### src/sv/dwq_pkg.sv
// Shared types, status codes and the control store of the work queue sequencer.
package dwq_pkg;

	localparam int ID_W   = 32;
	localparam int STAT_W = 3;
	localparam int STEP_W = 4;

	// operation codes
	localparam logic OP_PUSH = 1'b0;
	localparam logic OP_POP  = 1'b1;

	// result status codes
	localparam logic [STAT_W-1:0] ST_ENQUEUED  = 3'd0;
	localparam logic [STAT_W-1:0] ST_DUPLICATE = 3'd1;
	localparam logic [STAT_W-1:0] ST_FULL      = 3'd2;
	localparam logic [STAT_W-1:0] ST_DEQUEUED  = 3'd3;
	localparam logic [STAT_W-1:0] ST_EMPTY     = 3'd4;

	typedef logic [STEP_W-1:0] step_t;

	// program addresses
	localparam step_t STEP_WAIT     = 4'd0;
	localparam step_t STEP_DISPATCH = 4'd1;
	localparam step_t STEP_PUSH     = 4'd2;
	localparam step_t STEP_SCAN     = 4'd3;
	localparam step_t STEP_SCAN_END = 4'd4;
	localparam step_t STEP_ENQ      = 4'd5;
	localparam step_t STEP_FULL     = 4'd6;
	localparam step_t STEP_DUP      = 4'd7;
	localparam step_t STEP_POP      = 4'd8;
	localparam step_t STEP_POP_TAKE = 4'd9;
	localparam step_t STEP_EMPTY    = 4'd10;
	localparam step_t STEP_EMIT     = 4'd11;
	localparam step_t STEP_HOLD     = 4'd12;

	typedef enum logic [3:0] {
		ACT_NONE      = 4'd0,
		ACT_SCAN_INIT = 4'd1,
		ACT_SCAN_STEP = 4'd2,
		ACT_ENQ       = 4'd3,
		ACT_SET_FULL  = 4'd4,
		ACT_SET_DUP   = 4'd5,
		ACT_POP_RD    = 4'd6,
		ACT_DEQ       = 4'd7,
		ACT_SET_EMPTY = 4'd8,
		ACT_EMIT      = 4'd9
	} act_t;

	typedef enum logic [2:0] {
		C_ALWAYS    = 3'd0,
		C_NO_ACCEPT = 3'd1,
		C_POP       = 3'd2,
		C_FULL      = 3'd3,
		C_SCAN_BUSY = 3'd4,
		C_HIT       = 3'd5,
		C_EMPTY     = 3'd6,
		C_OUT_FREE  = 3'd7
	} cond_t;

	// one control word: taken branch goes to target, else to the next step
	typedef struct packed {
		logic  in_rdy;
		act_t  act;
		cond_t cond;
		step_t target;
	} ctrl_word_t;

	// datapath flags seen by the sequencer
	typedef struct packed {
		logic is_pop;
		logic full;
		logic empty;
		logic hit;
		logic scan_busy;
	} dp_flags_t;

	function automatic ctrl_word_t ucode_rom(input step_t step);
		ctrl_word_t w;
		w = '{in_rdy: 1'b0, act: ACT_NONE, cond: C_ALWAYS, target: STEP_WAIT};
		unique case (step)
			STEP_WAIT:     w = '{1'b1, ACT_NONE,      C_NO_ACCEPT, STEP_WAIT};
			STEP_DISPATCH: w = '{1'b0, ACT_NONE,      C_POP,       STEP_POP};
			STEP_PUSH:     w = '{1'b0, ACT_SCAN_INIT, C_FULL,      STEP_FULL};
			STEP_SCAN:     w = '{1'b0, ACT_SCAN_STEP, C_SCAN_BUSY, STEP_SCAN};
			STEP_SCAN_END: w = '{1'b0, ACT_NONE,      C_HIT,       STEP_DUP};
			STEP_ENQ:      w = '{1'b0, ACT_ENQ,       C_ALWAYS,    STEP_EMIT};
			STEP_FULL:     w = '{1'b0, ACT_SET_FULL,  C_ALWAYS,    STEP_EMIT};
			STEP_DUP:      w = '{1'b0, ACT_SET_DUP,   C_ALWAYS,    STEP_EMIT};
			STEP_POP:      w = '{1'b0, ACT_POP_RD,    C_EMPTY,     STEP_EMPTY};
			STEP_POP_TAKE: w = '{1'b0, ACT_DEQ,       C_ALWAYS,    STEP_EMIT};
			STEP_EMPTY:    w = '{1'b0, ACT_SET_EMPTY, C_ALWAYS,    STEP_EMIT};
			STEP_EMIT:     w = '{1'b0, ACT_EMIT,      C_OUT_FREE,  STEP_WAIT};
			STEP_HOLD:     w = '{1'b0, ACT_NONE,      C_ALWAYS,    STEP_EMIT};
			default:       w = '{1'b0, ACT_NONE,      C_ALWAYS,    STEP_WAIT};
		endcase
		return w;
	endfunction

endpackage

### src/sv/dwq_seq.sv
// Microcode sequencer: step counter, control store and branch logic.
module dwq_seq import dwq_pkg::*; (
	input  logic       clk,
	input  logic       arst_n,
	input  logic       accept,
	input  logic       out_busy,
	input  dp_flags_t  flags,
	output ctrl_word_t ctrl
);

	step_t upc_q;
	logic  taken;

	assign ctrl = ucode_rom(upc_q);

	always_comb begin
		unique case (ctrl.cond)
			C_ALWAYS:    taken = 1'b1;
			C_NO_ACCEPT: taken = !accept;
			C_POP:       taken = flags.is_pop;
			C_FULL:      taken = flags.full;
			C_SCAN_BUSY: taken = flags.scan_busy;
			C_HIT:       taken = flags.hit;
			C_EMPTY:     taken = flags.empty;
			C_OUT_FREE:  taken = !out_busy;
			default:     taken = 1'b1;
		endcase
	end

	always_ff @(posedge clk or negedge arst_n) begin
		if (!arst_n) begin
			upc_q <= STEP_WAIT;
		end else if (taken) begin
			upc_q <= ctrl.target;
		end else begin
			upc_q <= upc_q + step_t'(1);
		end
	end

endmodule

### config.mk
export PLATFORM = sky130hd
export DESIGN_NAME = dwq_seq
export DESIGN_NICKNAME = d
export VERILOG_FILES = /design/src/sv/dwq_pkg.sv /design/src/sv/dwq_seq.sv
export SDC_FILE = /design/constraint.sdc
export NUM_CORES = 1
export LEC_CHECK = 0
export ABC_AREA = 0
export BUFFER_PORTS_ARGS = -buffer_cell sky130_fd_sc_hd__buf_2
export CORE_UTILIZATION = 30
export DETAILED_ROUTE_END_ITERATION = 10
export PLACE_DENSITY = 0.53
export SYNTH_ARGS = -nofsm -noshare
export SYNTH_HDL_FRONTEND = slang
export SYNTH_SLANG_ARGS = --single-unit
### constraint.sdc
create_clock -name clk -period 6.15 [get_ports clk]
set_input_delay 0.615 -clock clk [delete_from_list [all_inputs] [get_ports clk]]
set_output_delay 0.615 -clock clk [all_outputs]
set_load 0.05 [all_outputs]
======== Word-level counts from Yosys, hierarchy flattened ========
Memories as Yosys holds them, arrays and structs flattened.
Cells that the tools add are included.
storage, ports and cells
  logic and storage cells ................. 15
  bits in registers ....................... 4
  output and inout bits ................... 12
  memories ................................ 1
  memory bits (read-only) ................. 192
memories
  name              depth  bits a word  read ports  clocked after memory_dff  write ports  line           source
  (name not given)  16     12           1           0                         0            dwq_pkg.sv:80  unique case (step)
operators by class
  reductions and logical operators ........ 3
  equality and inequality tests ........... 7
  muxes and demuxes ....................... 2
  add/sub/neg operators ................... 1
operators with widths
  operator             count
  $eq 3x3->1 const B   4
  $pmux 1 s8           1
  $eq 3x2->1 const B   2
  $add 4x1->4 const B  1
  $mux 4               1
  $eq 3x1->1 const B   1
  $logic_not 3->1      1
  $logic_not 1->1      2

======== Longest topological paths before layout ========
An unclocked memory read counts as a cell.
  word-level depth ........................ 4
  gate-level depth with buffers ........... 8
  mapped depth without buffers ............ 8

======== Worst setup path after synthesis ========
OpenSTA, ideal clock, no wires.
  path kind ............................... register to register
  start point ............................. register upc_q[0]
  end point ............................... register upc_q[0]
  required time ........................... 6.024 ns
  arrival time ............................ 2.573 ns
  setup time .............................. 0.126 ns
  slack ................................... 3.452 ns
  clock period less this slack ............ 2.698 ns
  stages on the path, launching flop included .. 9
  buffers on the path ..................... 0
  cells stage by stage .................... dfrtp_1 inv_1 ha_1 nand2b_1 a21oi_2 mux2i_1 mux2i_1 o211a_2 mux2_4
RTL lines
  item                    line           source
  from (decl)             dwq_seq.sv:11  step_t upc_q;
  from (signal assigned)  dwq_seq.sv:34  upc_q <= ctrl.target;
  from (signal assigned)  dwq_seq.sv:36  upc_q <= upc_q + step_t'(1);

==> reports/qor.yml <==
avgSynthCellArea_um2: 8.35
fmax_mhz: 362
fin_util_pct: 39.7
hpwl_mm: 1.01
syn_to_final_growth_pct: 23.9
synth_flop_cell: "dfrtp_1"
die_x_um: 45.2
fin_worst_skew_ps: 4.02
regMostFlops: "upc_q"
via_count: 536
cts-resized-gates: 0
antenna_found_initial: 0
cts_max_path_buffers: 2
drtIter0Drc: 2
worst-endpoint-required_ps: 5530
cts_buffers: 3
synth_area_leaders: "dfrtp_1 18%, ha_1 16%, mux2_4 11%, nand2_1 7.4%, mux2i_1 7.2%"
grt_max_degree: 20
hold_path.class: "primary input to asynchronous set/reset pin"
netlist_area_um2: 559
status: "finished, final reports clean"
post-cts-setup-buffers: 0
diodes: 0
ys_warn_count: 0
drc_errors: 0
rows: 15
ctsHoldBuffers: 0
cts_sinks: 4
routedWlPerCell_um: 11.7
nets: 105
pin_count: 21
fp.dieH_um: 45.2
first_pass_iters: 4
h-tree-depth: 1
final_cell_mix: "20 x buf_2, 11 x nand2_1, 7 x ha_1, 5 x inv_1"
initial_core_util_pct: 32.0
synth_fp_nets: 83
worst_pin_slew_ps: 581
ff2ff_path_depth: 6
critPathLaunch: "upc_q[2]"
final_common_cell: "buf_2"
grt_overflow_total: 0
hold_slack_ps: 174
vias_per_cell: 4.79
reg_top3: "upc_q x4"
synthArstFlopShare_pct: 100
crit_arrival_ps: 2150
r2r-end: "upc_q[2]"
first_global_vias: 454
drive_above_1_share_pct: 35.6
wl_mm: 1.31
cts_root_buffer: "clkbuf_4"
grt_pass1_wl_mm: 2.04
synth_cell_types: 28
synth_top_area_cell: "dfrtp_1"
synth_edf_count: 0
final_cells: 112
dpl.cell_count: 109
grt_usage_pct: 14.4
slew_violations: 0
syn_inst: 67
critical_path_class: "flop to output pin"
synth-seq-area-share_pct: 17.9
setup_viol: 0
crit_path_end: "ctrl[0]"
cts_tree: "built"
start_kind: "flop"
hold_viol: 0
io_buffer_count: 20
crit_fanout: 11
maxCapViolations: 0
postRouteAntennaNets: 0
relSlewSlack_pct: 61.3
clk_pin_slew_worst_paths_ps: 40
r2r_setup_slack_ps: 3510
r2r_start: "upc_q[2]"
final.setup.tns_ps: 0
clock_latency_ps: 230
ys_seq_elements: 4
fp.dieArea_mm2: 0.00204
period_needed_ps: 2760
synth.top_cell.area_share_pct: 17.9
min_period_over_period_pct: 44.9
largest_register_ffs: 4
core_mm2: 0.00175
gp_congestion: 0.775
endpoint_kind: "output pin"
rsz0062_at_grt: "no"
-- worst min path at each step --
stage / end / startpoint / depth (start not counted) / slack (ps)
after detailed placement: upc_q[0] / arst_n / 1 / 420
after CTS: upc_q[1] / arst_n / 1 / 170
after global routing: upc_q[1] / arst_n / 1 / 170
after global placement: upc_q[3] / arst_n / 1 / 420
after floorplan: upc_q[0] / arst_n / 0 / 320
final: upc_q[1] / arst_n / 1 / 170
-- synthesized netlist by cell type (2+ instances only) --
library cell	number
nand2_1	11
ha_1	7
inv_1	5
dfrtp_1	4
mux2_4	4
mux2i_1	4
nor2_1	4
a21oi_1	3
nand2b_1	3
o21ai_0	3
o31a_1	2
-- layout make-up --
type	count	area [um^2]
multi-input cells	54	417
clock buffers	3	22.5
fillers	191	1050
repair buffers	20	100
inverters	6	22.5
flip-flops and latches	4	100
well taps	25	31.3
-- stage by stage --
step / cell area [um^2] / worst slack, ps
floorplan: 559 / 3450
global placement: 671 / 3510
detailed placement: 671 / 3500
CTS: 693 / 3350
global route: 693 / 3220
finish: 693 / 3390
-- cells by family (layout without fill, tap and decap cells) --
logic type | count (synthesis) | count (layout) | synth area share [%]
adder cells (fa/ha/maj) | 7 | 7 | 15.7
AND/OR/NAND/NOR | 22 | 22 | 18.8
XOR/XNOR | 1 | 1 | 1.57
flip-flops | 4 | 4 | 17.9
AO/OA/AOI/OAI | 15 | 15 | 18.6
multiplexers | 9 | 9 | 19.9
buffers and inverters | 9 | 29 | 7.60
-- worst max-delay path: stages (launching register included) --
cell,delay (ps)
dfrtp_1,580
clkinv_1,360
ha_1,290
nor2b_1,120
a31oi_1,240
buf_2,310
-- layer usage --
metal | routed length, um | track usage, %
met1 | 645 | 19.6
met2 | 613 | 21.7
met3 | 54 | 2.40
met4 | 0 | 7.27
met5 | 0 | 0
Power is not shown: default switching activity piles up to over one toggle a cycle in this logic, so the estimate is an artifact.
